[src/hw/rtl/grmd_pkg.sv]
package grmd_pkg;

    localparam int MAP_DIM     = 64;
    localparam int TILE_PIXELS = 32;
    localparam int ANGLE_BITS  = 12;

    localparam int QUARTER = 2 ** (ANGLE_BITS - 2);
    localparam int IDX_W   = ANGLE_BITS - 1;
    localparam int MAG_W   = 15;
    localparam int SIN_W   = 16;

    localparam int FRAC_BITS    = 15;
    localparam int ORIGIN_FRAC  = 8;
    localparam int ORIGIN_SHIFT = FRAC_BITS - ORIGIN_FRAC;
    localparam int ORIGIN_W     = 19;
    localparam int CELL_W       = 6;
    localparam int CFG_W        = 7;
    localparam int CFG_IDX_W    = 2;
    localparam int STEP_W       = 13;
    localparam int DIST_W       = 21;

    localparam logic [STEP_W-1:0] STEP_MAX = '1;

    localparam int POS_W = $clog2(2 ** (ORIGIN_W + ORIGIN_SHIFT)
                                  + (TILE_PIXELS / 2) * 2 ** FRAC_BITS
                                  + (2 ** STEP_W) * 2 ** (SIN_W - 2)) + 1;
    localparam int HALF_TILE_POS = (TILE_PIXELS / 2) * 2 ** FRAC_BITS;
    localparam int PX_W  = POS_W - 1 - FRAC_BITS;
    localparam int LIM_W = $clog2(MAP_DIM * TILE_PIXELS + 1);
    localparam int CMP_W = (PX_W > LIM_W) ? PX_W : LIM_W;
    localparam int CW    = $clog2(MAP_DIM);

    localparam int PROD_W      = STEP_W + 1 + SIN_W;
    localparam int ROUND_SHIFT = 7;
    localparam int ROUND_HALF  = 2 ** (ROUND_SHIFT - 1);

    localparam int Q_DEPTH = 2;

    localparam logic [CFG_W-1:0] MAP_SIZE_RESET = CFG_W'(64);

    localparam logic [CFG_IDX_W-1:0] REG_MAP_WIDTH  = CFG_IDX_W'(0);
    localparam logic [CFG_IDX_W-1:0] REG_MAP_HEIGHT = CFG_IDX_W'(1);

    localparam logic ACT_WRITE = 1'b0;
    localparam logic ACT_CAST  = 1'b1;

    localparam longint unsigned PI_Q30    = 64'd3373259426;
    localparam longint unsigned THETA_RND = 64'd1 << (ANGLE_BITS - 2);
    localparam longint unsigned ONE_Q30   = 64'd1 << 30;

    typedef struct packed {
        logic                   action;
        logic [CELL_W-1:0]      cell_x;
        logic [CELL_W-1:0]      cell_y;
        logic                   cell_wall;
        logic [ORIGIN_W-1:0]    origin_x;
        logic [ORIGIN_W-1:0]    origin_y;
        logic [ANGLE_BITS-1:0]  ray_dir;
        logic [ANGLE_BITS-1:0]  view_dir;
    } in_item_t;

    typedef struct packed {
        logic signed [DIST_W-1:0] distance;
        logic [STEP_W-1:0]        step_count;
    } out_item_t;

    typedef struct packed {
        logic [CFG_W-1:0] width;
        logic [CFG_W-1:0] height;
    } map_cfg_t;

    typedef struct packed {
        logic [IDX_W-1:0] idx;
        logic             neg;
    } rom_ref_t;

    typedef struct packed {
        logic                    kind;
        logic [CW-1:0]           wx;
        logic [CW-1:0]           wy;
        logic                    wval;
        logic                    wen;
        logic signed [POS_W-1:0] pos_x;
        logic signed [POS_W-1:0] pos_y;
        rom_ref_t                cos_ref;
        rom_ref_t                sin_ref;
        rom_ref_t                corr_ref;
    } op_t;

    typedef struct packed {
        logic clearing;
    } back_status_t;

    typedef logic [MAG_W-1:0] sine_tab_t [0:QUARTER];

    function automatic sine_tab_t build_sine_tab();
        sine_tab_t       tab;
        longint unsigned theta;
        longint unsigned th2;
        longint unsigned term;
        longint          sum;
        for (int a = 0; a <= QUARTER; a++) begin
            theta = (64'(a) * PI_Q30 + THETA_RND) >> (ANGLE_BITS - 1);
            th2   = (theta * theta) >> 30;
            term  = theta;
            sum   = longint'(theta);
            for (int k = 1; k <= 12; k++) begin
                term = (term * th2) >> 30;
                term = term / 64'((2 * k) * (2 * k + 1));
                if (k[0]) begin
                    sum = sum - longint'(term);
                end
                else begin
                    sum = sum + longint'(term);
                end
            end
            if (sum < 0) begin
                sum = 0;
            end
            if (sum > longint'(ONE_Q30)) begin
                sum = longint'(ONE_Q30);
            end
            tab[a] = MAG_W'((64'(sum) + 64'd32768) >> 16);
        end
        return tab;
    endfunction

    localparam sine_tab_t SINE_TAB = build_sine_tab();

    function automatic rom_ref_t sine_ref(input logic [ANGLE_BITS-1:0] ang);
        rom_ref_t              rr;
        logic [ANGLE_BITS-3:0] r;
        r      = ang[ANGLE_BITS-3:0];
        rr.idx = ang[ANGLE_BITS-2] ? (IDX_W'(QUARTER) - IDX_W'(r)) : IDX_W'(r);
        rr.neg = ang[ANGLE_BITS-1];
        return rr;
    endfunction

endpackage

[src/hw/rtl/grmd_front.sv]
module grmd_front (
    input  logic                    start,
    output logic                    busy,
    input  grmd_pkg::in_item_t      request,
    input  logic                    q_full,
    input  grmd_pkg::back_status_t  bstat,
    output logic                    push,
    output grmd_pkg::op_t           push_op
);
    import grmd_pkg::*;

    logic [ANGLE_BITS-1:0] corr_ang;

    assign busy     = q_full | bstat.clearing;
    assign push     = start & ~busy;
    assign corr_ang = request.ray_dir - request.view_dir;

    always_comb
    begin
        push_op.kind     = request.action;
        push_op.wx       = CW'(request.cell_x);
        push_op.wy       = CW'(request.cell_y);
        push_op.wval     = request.cell_wall;
        push_op.wen      = (int'(request.cell_x) < MAP_DIM) && (int'(request.cell_y) < MAP_DIM);
        push_op.pos_x    = (POS_W'(request.origin_x) << ORIGIN_SHIFT) + POS_W'(HALF_TILE_POS);
        push_op.pos_y    = (POS_W'(request.origin_y) << ORIGIN_SHIFT) + POS_W'(HALF_TILE_POS);
        push_op.cos_ref  = sine_ref(request.ray_dir + ANGLE_BITS'(QUARTER));
        push_op.sin_ref  = sine_ref(request.ray_dir);
        push_op.corr_ref = sine_ref(corr_ang + ANGLE_BITS'(QUARTER));
    end

endmodule

[config.mk]
export PLATFORM = sky130hd
export DESIGN_NAME = grmd_front
export DESIGN_NICKNAME = d
export VERILOG_FILES = /design/src/hw/rtl/grmd_pkg.sv /design/src/hw/rtl/grmd_front.sv
export SDC_FILE = /design/constraint.sdc
export NUM_CORES = 1
export LEC_CHECK = 0
export ABC_AREA = 1
export BUFFER_PORTS_ARGS = -buffer_cell sky130_fd_sc_hd__buf_2
export CORE_MARGIN = 10
export CORE_UTILIZATION = 26
export DETAILED_ROUTE_END_ITERATION = 12
export RECOVER_POWER = 50
export SLEW_MARGIN = 20
export SYNTH_ARGS = -nofsm -noshare
export SYNTH_HDL_FRONTEND = slang
export SYNTH_SLANG_ARGS = --single-unit
[constraint.sdc]
create_clock -name vclk -period 6.2
set_input_delay 1.24 -clock vclk [all_inputs]
set_output_delay 1.24 -clock vclk [all_outputs]
set_load 0.05 [all_outputs]
==> flow_summary.ini <==
[floorplanning]
core_um2 = 7767
die_y_um = 109.8
die_x_um = 109.8
start_util_pct = 26.98
dieArea_um2 = 12050
rows = 32
io_pins = 190

[synthesis]
ys_warn_count = 0
synth_compound_area_share_pct = 5.970
synth_top_family_by_area = buffers and inverters
synth.area.top_cells = buf_4, ha_1, nand2_1, inv_1, xor2_1
synthTopCellsByCount = nand2_1, buf_4, inv_1
yosys.area.top_type = buf_4
synth_area_um2 = 2096
synthXorXnorAreaFrac_pct = 11.64
synth_cell_types = 29
synth_most_common_cell = nand2_1
muxShareOfSynthArea_pct = 0
synthesis.area_per_instance_um2 = 5.954
synth_cells = 352
synth.yosys.seq_area_share_pct = 0
synth_top_area_share_pct = 21.49
synthAdderAreaFrac_pct = 15.88
yosys.area_share.simple_pct = 32.84

[critical_path]
cp.required_ns = 4.96
cpPeakStageDelay_ns = 0.38
critPathLaunch = request[22]
path_cells = buf_2 -> inv_1 -> ha_1 -> inv_1 -> ha_1 -> inv_1 -> nor3_1 -> nand3_1 -> nand4_1 -> xnor2_1 -> buf_2
crit_top_cell = inv_1
path_class = in2out
endpoint_kind = primary output
critPathMaxFanout = 21
worst_setup_path_start_kind = primary input
crit_family = buffers and inverters
cp.arrival_ns = 3.61
crit_buf_inv = 5
cpMaxStageDelayCell = ha_1

[outcome]
outcome = complete, no violations

[worst_hold_path]
hold_start = request[29]
worstHoldPathType = in2out

[routing]
drt_iter0_drc = 55
drcViolationCount = 0
drt_pre_antenna_iters = 4
vias = 2081
final_antenna_net_count = 0
routed_wl_um = 5733
vias_per_cell = 4.154
routedWlPerCell_um = 11.44

[global_route]
grt_overflow = 0
grt_util_all_layers_pct = 8.259
grt_max_degree = 22
grt_pass1_wl_um = 8652
antenna_found_initial = 0
grt_pass1_vias = 1954

[power]
p_seq_share_pct = 0
ir_worst_vdd_mv = 0.1051
p_leak_nw = 1.394
p_sw_uw = 334.3
p_int_uw = 106.7
p_comb_share_pct = 100.0
clkPwrFrac_pct = 0
swShare_pct = 75.80
power_density_nw_per_um2 = 194.1
power_uw = 441.0

[final_layout]
nClkBuffers = 0
seq_area_um2 = 0
design.seq.count = 0
fill_cells = 909
diodes = 0
postLayoutCoreUtil_pct = 29.25
drive_gt1_share_pct = 25.81
final_nets = 506
area_growth_pct = 8.418
fin_area_um2 = 2272

[timing]
final_max_slew_viol_count = 0
rsz0062_at_grt = false
timing.fmax_mhz = 206.0
tns_ns = 0
fin_crit_sh_pct = 78.29
slew_headroom_pct = 59.39
hold_viol = 0
tightest_slew_ns = 0.6118
finalWorstPathRequiredPeriod_ns = 4.854
setup_viol = 0

[clocking]
cts_setup_buffers = 0
cts_resized = 0
cts-hold-fix-buffers = 0

[place]
gp_congestion = 0.8387
dp_hpwl_um = 5313
io_buffers = 95
dpl_cell_area_um2 = 2282

[run]
drv_cap = 0
==> area by class of cell <==
class              instances  area, um^2  share of cell area, %
repair buffers            95       465.4                  20.48
multi-input cells        246        1461                  64.32
inverters                 58       217.7                  9.582
well taps                102       127.6                  5.617
==> metal layers <==
metal / track usage [%] / up-vias / share of wire, %
li1: - / 1108 / -
met1: 9.663 / 880 / 42
met2: 15.07 / 81 / 47
met3: 1.931 / 12 / 10
met4: 1.301 / 0 / 1.0
met5: 0 / - / 0
==> through the flow <==
| stage | cells | worst slack [ns] | hold WS (ns) |
|---|---|---|---|
| 6_report | 501 | 1.346 | 2.480 |
| 3_5_place_dp | 501 | 1.312 | 2.480 |
| 5_1_grt | 501 | 1.128 | 2.480 |
| 3_3_place_gp | 501 | 1.263 | 2.480 |
| 4_1_cts | 501 | 1.315 | 2.480 |
| 2_1_floorplan | 369 | 1.381 | 2.647 |
==> logic make-up after synthesis <==
kind of cell	after synthesis
AO/OA/AOI/OAI	25
XOR/XNOR	27
adder cells (fa/ha/maj)	26
buffers and inverters	123
other	2
AND/OR/NAND/NOR	149
==> worst paths after layout <==
path,cells after the start,endpoint
worst max-delay path,11,push_op[0]
worst min-delay path,0,push_op[48]
==> power by group through the flow <==
stage	registers (mW)	clock network (mW)	logic (mW)
6_report	0	0	0.441
3_3_place_gp	0	0	0.445
2_1_floorplan	0	0	0.433
4_1_cts	0	0	0.449
5_1_grt	0	0	0.482
3_5_place_dp	0	0	0.448
==> cell usage in the layout, fill, tap and decap left out, drive strengths merged <==
cell type,synthesis,routed
buf,61,87
nand2,85,85
nand4,5,5
or2,1,1
and3,1,1
ha,25,25
nor3,8,8
xor2,22,22
nand3b,2,2
conb,2,19
o21ai,21,21
nand3,29,29
fa,1,1
xnor2,5,5
nor2,16,16
inv,58,58
clkbuf,4,8
a21oi,4,4
nor3b,2,2
Power figures use the tool's default switching activity.
