File: src/hw/rtl/grmd_pkg.sv
package grmd_pkg;

    localparam int MAP_DIM     = 64;
    localparam int TILE_PIXELS = 32;
    localparam int ANGLE_BITS  = 12;

    localparam int QUARTER = 2 ** (ANGLE_BITS - 2);
    localparam int IDX_W   = ANGLE_BITS - 1;
    localparam int MAG_W   = 15;
    localparam int SIN_W   = 16;

    localparam int FRAC_BITS    = 15;
    localparam int ORIGIN_FRAC  = 8;
    localparam int ORIGIN_SHIFT = FRAC_BITS - ORIGIN_FRAC;
    localparam int ORIGIN_W     = 19;
    localparam int CELL_W       = 6;
    localparam int CFG_W        = 7;
    localparam int CFG_IDX_W    = 2;
    localparam int STEP_W       = 13;
    localparam int DIST_W       = 21;

    localparam logic [STEP_W-1:0] STEP_MAX = '1;

    localparam int POS_W = $clog2(2 ** (ORIGIN_W + ORIGIN_SHIFT)
                                  + (TILE_PIXELS / 2) * 2 ** FRAC_BITS
                                  + (2 ** STEP_W) * 2 ** (SIN_W - 2)) + 1;
    localparam int HALF_TILE_POS = (TILE_PIXELS / 2) * 2 ** FRAC_BITS;
    localparam int PX_W  = POS_W - 1 - FRAC_BITS;
    localparam int LIM_W = $clog2(MAP_DIM * TILE_PIXELS + 1);
    localparam int CMP_W = (PX_W > LIM_W) ? PX_W : LIM_W;
    localparam int CW    = $clog2(MAP_DIM);

    localparam int PROD_W      = STEP_W + 1 + SIN_W;
    localparam int ROUND_SHIFT = 7;
    localparam int ROUND_HALF  = 2 ** (ROUND_SHIFT - 1);

    localparam int Q_DEPTH = 2;

    localparam logic [CFG_W-1:0] MAP_SIZE_RESET = CFG_W'(64);

    localparam logic [CFG_IDX_W-1:0] REG_MAP_WIDTH  = CFG_IDX_W'(0);
    localparam logic [CFG_IDX_W-1:0] REG_MAP_HEIGHT = CFG_IDX_W'(1);

    localparam logic ACT_WRITE = 1'b0;
    localparam logic ACT_CAST  = 1'b1;

    localparam longint unsigned PI_Q30    = 64'd3373259426;
    localparam longint unsigned THETA_RND = 64'd1 << (ANGLE_BITS - 2);
    localparam longint unsigned ONE_Q30   = 64'd1 << 30;

    typedef struct packed {
        logic                   action;
        logic [CELL_W-1:0]      cell_x;
        logic [CELL_W-1:0]      cell_y;
        logic                   cell_wall;
        logic [ORIGIN_W-1:0]    origin_x;
        logic [ORIGIN_W-1:0]    origin_y;
        logic [ANGLE_BITS-1:0]  ray_dir;
        logic [ANGLE_BITS-1:0]  view_dir;
    } in_item_t;

    typedef struct packed {
        logic signed [DIST_W-1:0] distance;
        logic [STEP_W-1:0]        step_count;
    } out_item_t;

    typedef struct packed {
        logic [CFG_W-1:0] width;
        logic [CFG_W-1:0] height;
    } map_cfg_t;

    typedef struct packed {
        logic [IDX_W-1:0] idx;
        logic             neg;
    } rom_ref_t;

    typedef struct packed {
        logic                    kind;
        logic [CW-1:0]           wx;
        logic [CW-1:0]           wy;
        logic                    wval;
        logic                    wen;
        logic signed [POS_W-1:0] pos_x;
        logic signed [POS_W-1:0] pos_y;
        rom_ref_t                cos_ref;
        rom_ref_t                sin_ref;
        rom_ref_t                corr_ref;
    } op_t;

    typedef struct packed {
        logic clearing;
    } back_status_t;

    typedef logic [MAG_W-1:0] sine_tab_t [0:QUARTER];

    function automatic sine_tab_t build_sine_tab();
        sine_tab_t       tab;
        longint unsigned theta;
        longint unsigned th2;
        longint unsigned term;
        longint          sum;
        for (int a = 0; a <= QUARTER; a++) begin
            theta = (64'(a) * PI_Q30 + THETA_RND) >> (ANGLE_BITS - 1);
            th2   = (theta * theta) >> 30;
            term  = theta;
            sum   = longint'(theta);
            for (int k = 1; k <= 12; k++) begin
                term = (term * th2) >> 30;
                term = term / 64'((2 * k) * (2 * k + 1));
                if (k[0]) begin
                    sum = sum - longint'(term);
                end
                else begin
                    sum = sum + longint'(term);
                end
            end
            if (sum < 0) begin
                sum = 0;
            end
            if (sum > longint'(ONE_Q30)) begin
                sum = longint'(ONE_Q30);
            end
            tab[a] = MAG_W'((64'(sum) + 64'd32768) >> 16);
        end
        return tab;
    endfunction

    localparam sine_tab_t SINE_TAB = build_sine_tab();

    function automatic rom_ref_t sine_ref(input logic [ANGLE_BITS-1:0] ang);
        rom_ref_t              rr;
        logic [ANGLE_BITS-3:0] r;
        r      = ang[ANGLE_BITS-3:0];
        rr.idx = ang[ANGLE_BITS-2] ? (IDX_W'(QUARTER) - IDX_W'(r)) : IDX_W'(r);
        rr.neg = ang[ANGLE_BITS-1];
        return rr;
    endfunction

endpackage

File: src/hw/rtl/grmd_queue.sv
module grmd_queue (
    input  logic           clk,
    input  logic           rst_n,
    input  logic           push,
    input  grmd_pkg::op_t  push_op,
    output logic           full,
    output logic           head_valid,
    output grmd_pkg::op_t  head_op,
    input  logic           pop
);
    import grmd_pkg::*;

    localparam int PTR_W = (Q_DEPTH > 1) ? $clog2(Q_DEPTH) : 1;
    localparam int CNT_W = $clog2(Q_DEPTH + 1);

    op_t              slot_reg [Q_DEPTH];
    logic [PTR_W-1:0] wr_ptr_reg;
    logic [PTR_W-1:0] wr_ptr_next;
    logic [PTR_W-1:0] rd_ptr_reg;
    logic [PTR_W-1:0] rd_ptr_next;
    logic [CNT_W-1:0] count_reg;
    logic [CNT_W-1:0] count_next;

    always_comb
    begin
        wr_ptr_next = wr_ptr_reg;
        rd_ptr_next = rd_ptr_reg;
        count_next  = count_reg;
        if (push)
        begin
            wr_ptr_next = (wr_ptr_reg == PTR_W'(Q_DEPTH - 1)) ? '0 : wr_ptr_reg + 1'b1;
        end
        if (pop)
        begin
            rd_ptr_next = (rd_ptr_reg == PTR_W'(Q_DEPTH - 1)) ? '0 : rd_ptr_reg + 1'b1;
        end
        if (push && !pop)
        begin
            count_next = count_reg + 1'b1;
        end
        else if (pop && !push)
        begin
            count_next = count_reg - 1'b1;
        end
    end

    always_ff @(posedge clk or negedge rst_n)
    begin
        if (!rst_n)
        begin
            wr_ptr_reg <= '0;
            rd_ptr_reg <= '0;
            count_reg  <= '0;
        end
        else
        begin
            wr_ptr_reg <= wr_ptr_next;
            rd_ptr_reg <= rd_ptr_next;
            count_reg  <= count_next;
        end
    end

    always_ff @(posedge clk)
    begin
        if (push)
        begin
            slot_reg[wr_ptr_reg] <= push_op;
        end
    end

    assign full       = (count_reg == CNT_W'(Q_DEPTH));
    assign head_valid = (count_reg != '0);
    assign head_op    = slot_reg[rd_ptr_reg];

endmodule

File: config.mk
export PLATFORM = sky130hd
export DESIGN_NAME = grmd_queue
export DESIGN_NICKNAME = d
export VERILOG_FILES = /design/src/hw/rtl/grmd_pkg.sv /design/src/hw/rtl/grmd_queue.sv
export SDC_FILE = /design/constraint.sdc
export NUM_CORES = 1
export LEC_CHECK = 0
export BUFFER_PORTS_ARGS = -buffer_cell sky130_fd_sc_hd__buf_2
export CAP_MARGIN = 20
export CORE_MARGIN = 3
export CORE_UTILIZATION = 57
export DETAILED_ROUTE_END_ITERATION = 12
export HOLD_SLACK_MARGIN = 0.1
export PLACE_DENSITY_LB_ADDON = 0.12
export REMOVE_ABC_BUFFERS = 1
export SLEW_MARGIN = 40
export SYNTH_ARGS = -nofsm -noshare
export SYNTH_HDL_FRONTEND = slang
export SYNTH_SLANG_ARGS = --single-unit
File: constraint.sdc
create_clock -name clk -period 17.5 [get_ports clk]
set_input_delay 4.375 -clock clk [delete_from_list [all_inputs] [get_ports clk]]
set_output_delay 4.375 -clock clk [all_outputs]
set_load 0.02 [all_outputs]
==> impl_metrics.tcl, run 1 <==
set metrics [dict create \
    leakagePower_nw 4.25 \
    clock_skew_ns 0.00802 \
    synth_top_area_share_pct 76.5 \
    synthTopCellsByCount "218 x edfxtp_1, 100 x mux2_4, 10 x buf_12" \
    grt_pass1_vias 4169 \
    finalCritPeriodShare_pct 43.4 \
    synth_most_common_cell "edfxtp_1" \
    crit_start "rd_ptr_reg" \
    critPathMostFrequentCell "buf_4" \
    synth_area_leaders "edfxtp_1 77%, mux2_4 18%, buf_12 2.3%, mux2_2 1.2%, dfrtp_1 1.2%" \
    path_cells "buf_4 > buf_4 > buf_12 > mux2_2 > buf_2" \
    grt_overflow_total 0 \
    via_per_inst 5.05 \
    slew_violations 0 \
    antenna_cells 0 \
    cap_violations 0 \
    cp.depth 5 \
    reg2reg_from "wr_ptr_reg" \
    grt_first_pass_wirelength_um 21500 \
    slowest_delay_ns 0.82 \
    crit_path_start_kind "flop" \
    num-fill-cells 932 \
    crit_path_end_kind "output pin" \
    fin_util_pct 71.7 \
    drc 0 \
    cpMaxStageDelayCell "dfrtp_4" \
    p_per_area_nw_per_um2 170 \
    crit_fanout 33 \
    tightest_slew_ns 0.749 \
    synth_edf_count 218 \
    criticalPathCategory "reg -> out" \
    cts_setup_buffers 0 \
    drt-initial-drc-count 266 \
    io_pins 224 \
    ff2ff_setup_slack_ns 15.51 \
    areaGrowthSynthToFinish_pct 22.2 \
    wire_per_inst_um 18.5 \
    min_path_type "reg -> reg" \
    start_util_pct 58.6 \
    max_freq_mhz 132 \
    netlist_instances 355 \
    rows 44 \
    rr_worst_depth 2 \
    ctsHoldBuffers 0 \
    vdd_drop_max_mv 0.134 \
    grt_max_degree 76 \
    cp.arrival_ns 3.22 \
    ctsHtreeMaxLevel 1 \
    seq_area_sq_um 6650 \
    synth_seq_area_share_pct 77.7 \
    crit_family "buffers and inverters" \
    drive_gt1_share_pct 60.9 \
    place.port_buffers 223 \
    drtAntennaViolNets 0 \
    cts_resized 0 \
    antenna_found_initial 1 \
    routed_wl_um 14700 \
    ctsRootBufferMaster "clkbuf_16" \
    dieHeight_um 129 \
    clock_latency_ns 0.49 \
    clock-sinks 222 \
    synthArstFlopShare_pct 1.80 \
    numCtsBuffers 22 \
    die_area_sq_um 16500 \
    hpwlAfterDp_um 9830 \
    hold_violations 0 \
    ys_warn_count 0 \
    groute.usage.overall_pct 17.0 \
    syn_area_sq_um 8550 \
    period_minus_slack_ns 7.59 \
    status "completed" \
    grt_setup_unrepaired "no" \
    path_clk_slew_ns 0.06 \
    setup_violations 0 \
    cts_buffer_depth 3 \
    largest_register_ffs 218 \
    postSynthAreaPerCell_sq_um 24.1 \
    synth.ff_latch_count 222 \
    regToRegEndpoint "slot_reg[1][2]" \
    crit_end "head_op[85]" \
    gp_congestion 0.723 \
    multiInputGateArea_sq_um 1700 \
    synthDistinctLibCells 15 \
    core_sq_um 14600 \
    max_slew_margin_pct 50.1 \
    finalSetupTns_ns 0 \
    synth_top_area_cell "edfxtp_1" \
    nNetsFinal 711 \
    cts_tree "yes" \
    first_pass_iters 4 \
    worst-path-buf-inv 4 \
    synth_ff_type "edfxtp_1" \
    required_ns 13.12 \
    die_w_um 129 \
    num_vias 4017 \
]
## logic make-up after synthesis
kind of cell	Yosys count	share of synthesized area, %
AND/OR/NAND/NOR	5	0.336
adder cells (fa/ha/maj)	1	0.146
XOR/XNOR	5	0.512
multiplexers	109	18.7
flip-flops	222	77.7
buffers and inverters	13	2.57
## power by group
group | switching (W) | leakage, nW | internal [W]
Combinational | 0.000325 | 1.84 | 0.000276
Sequential | 0.0000470 | 2.09 | 0.000707
Clock | 0.000180 | 0.319 | 0.000240
## layer usage
metal	wire length (um)	up-vias	track usage (%)
met5	11	-	0
met4	261	2	5.50
met3	1200	21	4.48
met2	7530	148	29.0
met1	5700	1954	21.6
li1	-	1892	-
## how the worst min path moves through the flow
| stage | startpoint | end | cells after the start |
|---|---|---|---|
| global placement | count_reg[1] | count_reg[1] | 1 |
| detailed placement | count_reg[1] | count_reg[1] | 1 |
| floorplan | count_reg[1] | count_reg[1] | 1 |
| finish | count_reg[1] | count_reg[1] | 1 |
| global route | count_reg[1] | count_reg[1] | 1 |
| CTS | count_reg[1] | count_reg[1] | 1 |
## area by class of cell
type	count	area share, %
Inverter	1	0.0359
Multi-Input combinational cell	120	16.2
Clock buffer	29	5.72
Tap cell	184	2.20
Sequential cell	222	63.6
Clock inverter	9	0.431
Timing Repair Buffer	230	11.8
## stage by stage
stage	hold slack (ns)	setup slack (ns)	power (W)	instance area [sq um]	instances
3_5_place_dp	0.477	10.28	0.00137	9790	756
6_report	0.495	9.91	0.00178	10500	795
3_3_place_gp	0.463	10.31	0.00135	9730	754
2_1_floorplan	0.447	7.80	0.00125	8340	343
4_1_cts	0.491	9.75	0.00179	10400	794
5_1_grt	0.521	9.76	0.00185	10500	795
## placed cells by master, fill, tap and decap left out
cell type	count
clkinv_2	5
clkbuf_16	23
buf_2	223
dfrtp_4	1
buf_4	2
nor2_1	1
clkbuf_1	6
buf_6	2
clkinv_1	3
xnor2_1	1
or2_2	1
dfrtp_1	3
inv_6	1
ha_1	1
and2_4	1
xor2_1	4
buf_12	1
buf_16	2
mux2_2	9
nor2b_1	1
mux2_4	100
nor2b_4	1
edfxtp_1	218
inv_1	1
Power figures use the tool's default switching activity.
==> run 2: changes to the inputs <==
--- a/config.mk
+++ b/config.mk
@@ -8,7 +8,7 @@
 export BUFFER_PORTS_ARGS = -buffer_cell sky130_fd_sc_hd__buf_2
 export CAP_MARGIN = 20
 export CORE_MARGIN = 3
-export CORE_UTILIZATION = 57
+export CORE_UTILIZATION = 53
 export DETAILED_ROUTE_END_ITERATION = 12
 export HOLD_SLACK_MARGIN = 0.1
 export PLACE_DENSITY_LB_ADDON = 0.12
==> constraint.sdc (replaced) <==
create_clock -name clk -period 7.7 [get_ports clk]
set_input_delay 1.925 -clock clk [delete_from_list [all_inputs] [get_ports clk]]
set_output_delay 1.925 -clock clk [all_outputs]
set_load 0.02 [all_outputs]
==> impl_metrics.tcl, run 2 (synthesis results as in run 1) <==
set metrics [dict create \
    wire_per_inst_um 18.0 \
    cp.arrival_ns 2.57 \
    grt_setup_unrepaired "no" \
    use_met1_pct 20.2 \
    die_w_um 133 \
    clock_latency_ns 0.49 \
    rr_worst_depth 2 \
    status "completed" \
    grt_max_degree 61 \
    ff2ff_setup_slack_ns 5.67 \
    areaGrowthSynthToFinish_pct 22.4 \
    core_sq_um 15500 \
    finalCritPeriodShare_pct 58.4 \
    cts_setup_buffers 0 \
    ctsHoldBuffers 0 \
    clock-sinks 222 \
    leakagePower_nw 4.24 \
    regToRegEndpoint "slot_reg[1][20]" \
    cts_resized 0 \
    grt_overflow_total 0 \
    num_vias 4063 \
    ctsHtreeMaxLevel 1 \
    hold_depth 1 \
    grt_pass1_vias 4164 \
    min_path_type "reg -> reg" \
    rows 45 \
    numCtsBuffers 23 \
    hold_violations 0 \
    hold_path_end "count_reg[1]" \
    required_ns 5.78 \
    reg2reg_from "wr_ptr_reg" \
    drive_gt1_share_pct 60.5 \
    start_util_pct 55.2 \
    drtAntennaViolNets 0 \
    via_per_inst 4.93 \
    dieHeight_um 133 \
    cap_violations 0 \
    hold_start "count_reg[1]" \
    nNetsFinal 711 \
    max_freq_mhz 222 \
    ctsRootBufferMaster "clkbuf_16" \
    place.port_buffers 223 \
    gp_congestion 0.712 \
    finalSetupTns_ns 0 \
    clock_skew_ns 0.0148 \
    crit_path_end_kind "output pin" \
    use_met3_pct 5.36 \
    slew_violations 0 \
    crit_path_start_kind "flop" \
    period_minus_slack_ns 4.50 \
    drt-initial-drc-count 173 \
    cts_tree "yes" \
    dp_cells 782 \
    hold-worst-slack_ns 0.484 \
    fin_cells 824 \
    die_area_sq_um 17700 \
    p_per_area_nw_per_um2 387 \
    max_slew_margin_pct 49.9 \
    first_pass_iters 4 \
    crit_start "rd_ptr_reg" \
    p_total_w 0.00406 \
    largest_register_ffs 218 \
    tightest_slew_ns 0.751 \
    use_met2_pct 26.9 \
    crit_fanout 31 \
    antenna_found_initial 4 \
    cts_buffer_depth 3 \
    path_clk_slew_ns 0.06 \
    final_common_cell "buf_2" \
    setup_violations 0 \
    grt_first_pass_wirelength_um 22500 \
    criticalPathCategory "reg -> out" \
    final_cell_mix "223 x buf_2, 218 x edfxtp_1, 100 x mux2_4" \
    vdd_drop_max_mv 0.301 \
    grt-busiest-layer "met2" \
    hpwlAfterDp_um 9820 \
    drc 0 \
    io_pins 224 \
    routed_wl_um 14800 \
    groute.usage.overall_pct 16.3 \
]
==> run 2: changes by cell type in the layout (fill, tap and decap cells not counted) <==
cell / change
buf_16: -2
buf_4: +2
buf_6: -1
bufinv_16: +1
clkinv_1: +3
clkinv_2: -3
clkinvlp_4: +2
diode_2: +1
inv_6: -1
==> run 2: worst max path at each step <==
| stage | to | depth (start not counted) |
|---|---|---|
| global placement | head_op[87] | 3 |
| detailed placement | head_op[87] | 3 |
| finish | head_op[80] | 4 |
| CTS | head_op[87] | 3 |
| floorplan | slot_reg[0][0] | 1 |
| global route | head_op[83] | 4 |
==> run 2: per-layer routing <==
layer | vias up | wire length (um)
li1 | 1899 | -
met1 | 1963 | 5680
met2 | 162 | 7360
met3 | 33 | 1310
met5 | - | 25
met4 | 6 | 444
==> run 2: report_power, final <==
| part | total [W] | switching (W) | internal (W) |
|---|---|---|---|
| Sequential | 0.00170 | 0.0000922 | 0.00161 |
| Clock | 0.000992 | 0.000413 | 0.000580 |
| Combinational | 0.00137 | 0.000752 | 0.000614 |
| Total | 0.00406 | 0.00126 | 0.00280 |
==> run 2: worst max-delay path, stage by stage, from the launching register on <==
cell and delay (ns):
dfrtp_4 0.72, buf_12 0.27, buf_4 0.50, mux2_2 0.39, buf_2 0.16
==> run 2: area by class of cell <==
class,instances,area [sq um]
clock buffer,29,598
multi-input combinational,120,1700
tap,211,264
inverter,1,3.75
timing repair buffer,229,1180
clock inverter,11,77.6
antenna,1,2.50
sequential,222,6650
fill,1052,5010
==> run 2: stage by stage <==
stage | utilization [%] | instance area, sq um | setup WS, ns
CTS | 67.5 | 10400 | 2.99
floorplan | - | 8340 | 0.447
global placement | 63.1 | 9770 | 3.54
finish | 67.6 | 10500 | 3.20
global route | 67.6 | 10500 | 3.04
detailed placement | 63.1 | 9770 | 3.52
==> run 3: changes to the inputs <==
==> constraint.sdc (replaced) <==
create_clock -name clk -period 4.7 [get_ports clk]
set_input_delay 1.175 -clock clk [delete_from_list [all_inputs] [get_ports clk]]
set_output_delay 1.175 -clock clk [all_outputs]
set_load 0.02 [all_outputs]
==> impl_metrics.tcl, run 3 (synthesis results as in run 1) <==
set metrics [dict create \
    final_common_cell "buf_2" \
    areaGrowthSynthToFinish_pct 23.5 \
    clock-sinks 222 \
    ctsRootBufferMaster "clkbuf_16" \
    cts_tree "yes" \
    crit_fanout 45 \
    die_area_sq_um 17700 \
    leakagePower_nw 4.28 \
    seq_power_share_pct 40.8 \
    p_int_w 0.00476 \
    cts_resized 0 \
    grt_setup_unrepaired "no" \
    final_cell_mix "223 x buf_2, 218 x edfxtp_1, 100 x mux2_4" \
    clock_skew_ns 0.00513 \
    fin_cells 821 \
    ctsHtreeMaxLevel 1 \
    hold_violations 0 \
    slew_violations 0 \
    groute.usage.overall_pct 16.7 \
    start_util_pct 55.2 \
    min_path_type "in -> async" \
    path_clk_slew_ns 0.06 \
    dieHeight_um 133 \
    status "completed" \
    cp.arrival_ns 2.16 \
    dp_cells 783 \
    antenna_found_initial 0 \
    clkPwrFrac_pct 25.9 \
    tightest_slew_ns 0.788 \
    num_vias 4066 \
    p_sw_share_pct 30.3 \
    placed_area_sq_um 9830 \
    finalCritPeriodShare_pct 71.0 \
    hold-worst-slack_ns 0.489 \
    crit_path_end_kind "output pin" \
    finalSetupTns_ns 0 \
    stdcell_area_sq_um 10600 \
    required_ns 3.52 \
    drtAntennaViolNets 0 \
    max_slew_margin_pct 47.4 \
    cap_violations 0 \
    io_pins 224 \
    largest_register_ffs 218 \
    rows 45 \
    ctsHoldBuffers 0 \
    drt-initial-drc-count 259 \
    grt_pass1_vias 4347 \
    hpwlAfterDp_um 9980 \
    criticalPathCategory "reg -> out" \
    cts_buffer_depth 3 \
    max_freq_mhz 300 \
    grt_max_degree 56 \
    gp_congestion 0.704 \
    period_minus_slack_ns 3.34 \
    nNetsFinal 711 \
    via_per_inst 4.95 \
    crit_path_start_kind "flop" \
    core_sq_um 15500 \
    clock_latency_ns 0.48 \
    wire_per_inst_um 18.6 \
    comb_power_share_pct 33.3 \
    p_total_w 0.00683 \
    routed_wl_um 15300 \
    drive_gt1_share_pct 61.1 \
    vdd_drop_max_mv 0.460 \
    numCtsBuffers 23 \
    place.port_buffers 223 \
    rr_worst_depth 2 \
    setup_violations 0 \
    grt_overflow_total 0 \
    grt_first_pass_wirelength_um 23500 \
    cts_setup_buffers 0 \
    p_per_area_nw_per_um2 646 \
    drc 0 \
    netSwitchingPower_w 0.00207 \
    die_w_um 133 \
    first_pass_iters 4 \
]
-- run 3: final cells by class --
class,count,area (sq um)
tap,211,264
multi-input combinational,120,1700
clock inverter,11,153
fill,1037,4910
sequential,222,6650
clock buffer,26,587
antenna,1,2.50
timing repair buffer,229,1210
inverter,1,3.75
-- run 3: power by group through the flow --
stage               registers, W  logic (W)  clock network (W)
global placement         0.00287    0.00221                  0
detailed placement       0.00282    0.00231                  0
global route             0.00282    0.00240            0.00190
floorplan                0.00298    0.00167                  0
CTS                      0.00279    0.00232            0.00182
finish                   0.00278    0.00227            0.00177
-- run 3: worst paths after layout --
kind,start,to,slack [ns]
min in group clk,count_reg[1],count_reg[1],0.50
max,rd_ptr_reg,head_op[85],1.36
min,rst_n,rd_ptr_reg,0.49
max reg2reg,wr_ptr_reg,slot_reg[0][70],2.81
max in group asynchronous,rst_n,rd_ptr_reg,4.08
min reg2reg,count_reg[1],count_reg[1],0.50
-- run 3: worst max-delay path: stages (launching register included) --
cell	delay, ns
dfrtp_4	0.70
buf_12	0.33
mux2_2	0.40
buf_2	0.17
-- run 3: stage by stage --
stage,setup slack [ns],utilization (%)
2_1_floorplan,-1.80,-
3_3_place_gp,1.49,63.3
3_5_place_dp,1.86,63.5
4_1_cts,1.34,68.2
5_1_grt,1.28,68.2
6_report,1.36,68.3
-- run 3: routing by layer --
| layer | share of wire [%] | vias up | GRT usage (%) |
|---|---|---|---|
| met5 | 0 | - | 0 |
| met4 | 2.2 | 0 | 4.85 |
| met3 | 8.2 | 27 | 5.21 |
| met2 | 50 | 157 | 27.9 |
| met1 | 40 | 1985 | 21.2 |
| li1 | - | 1897 | - |
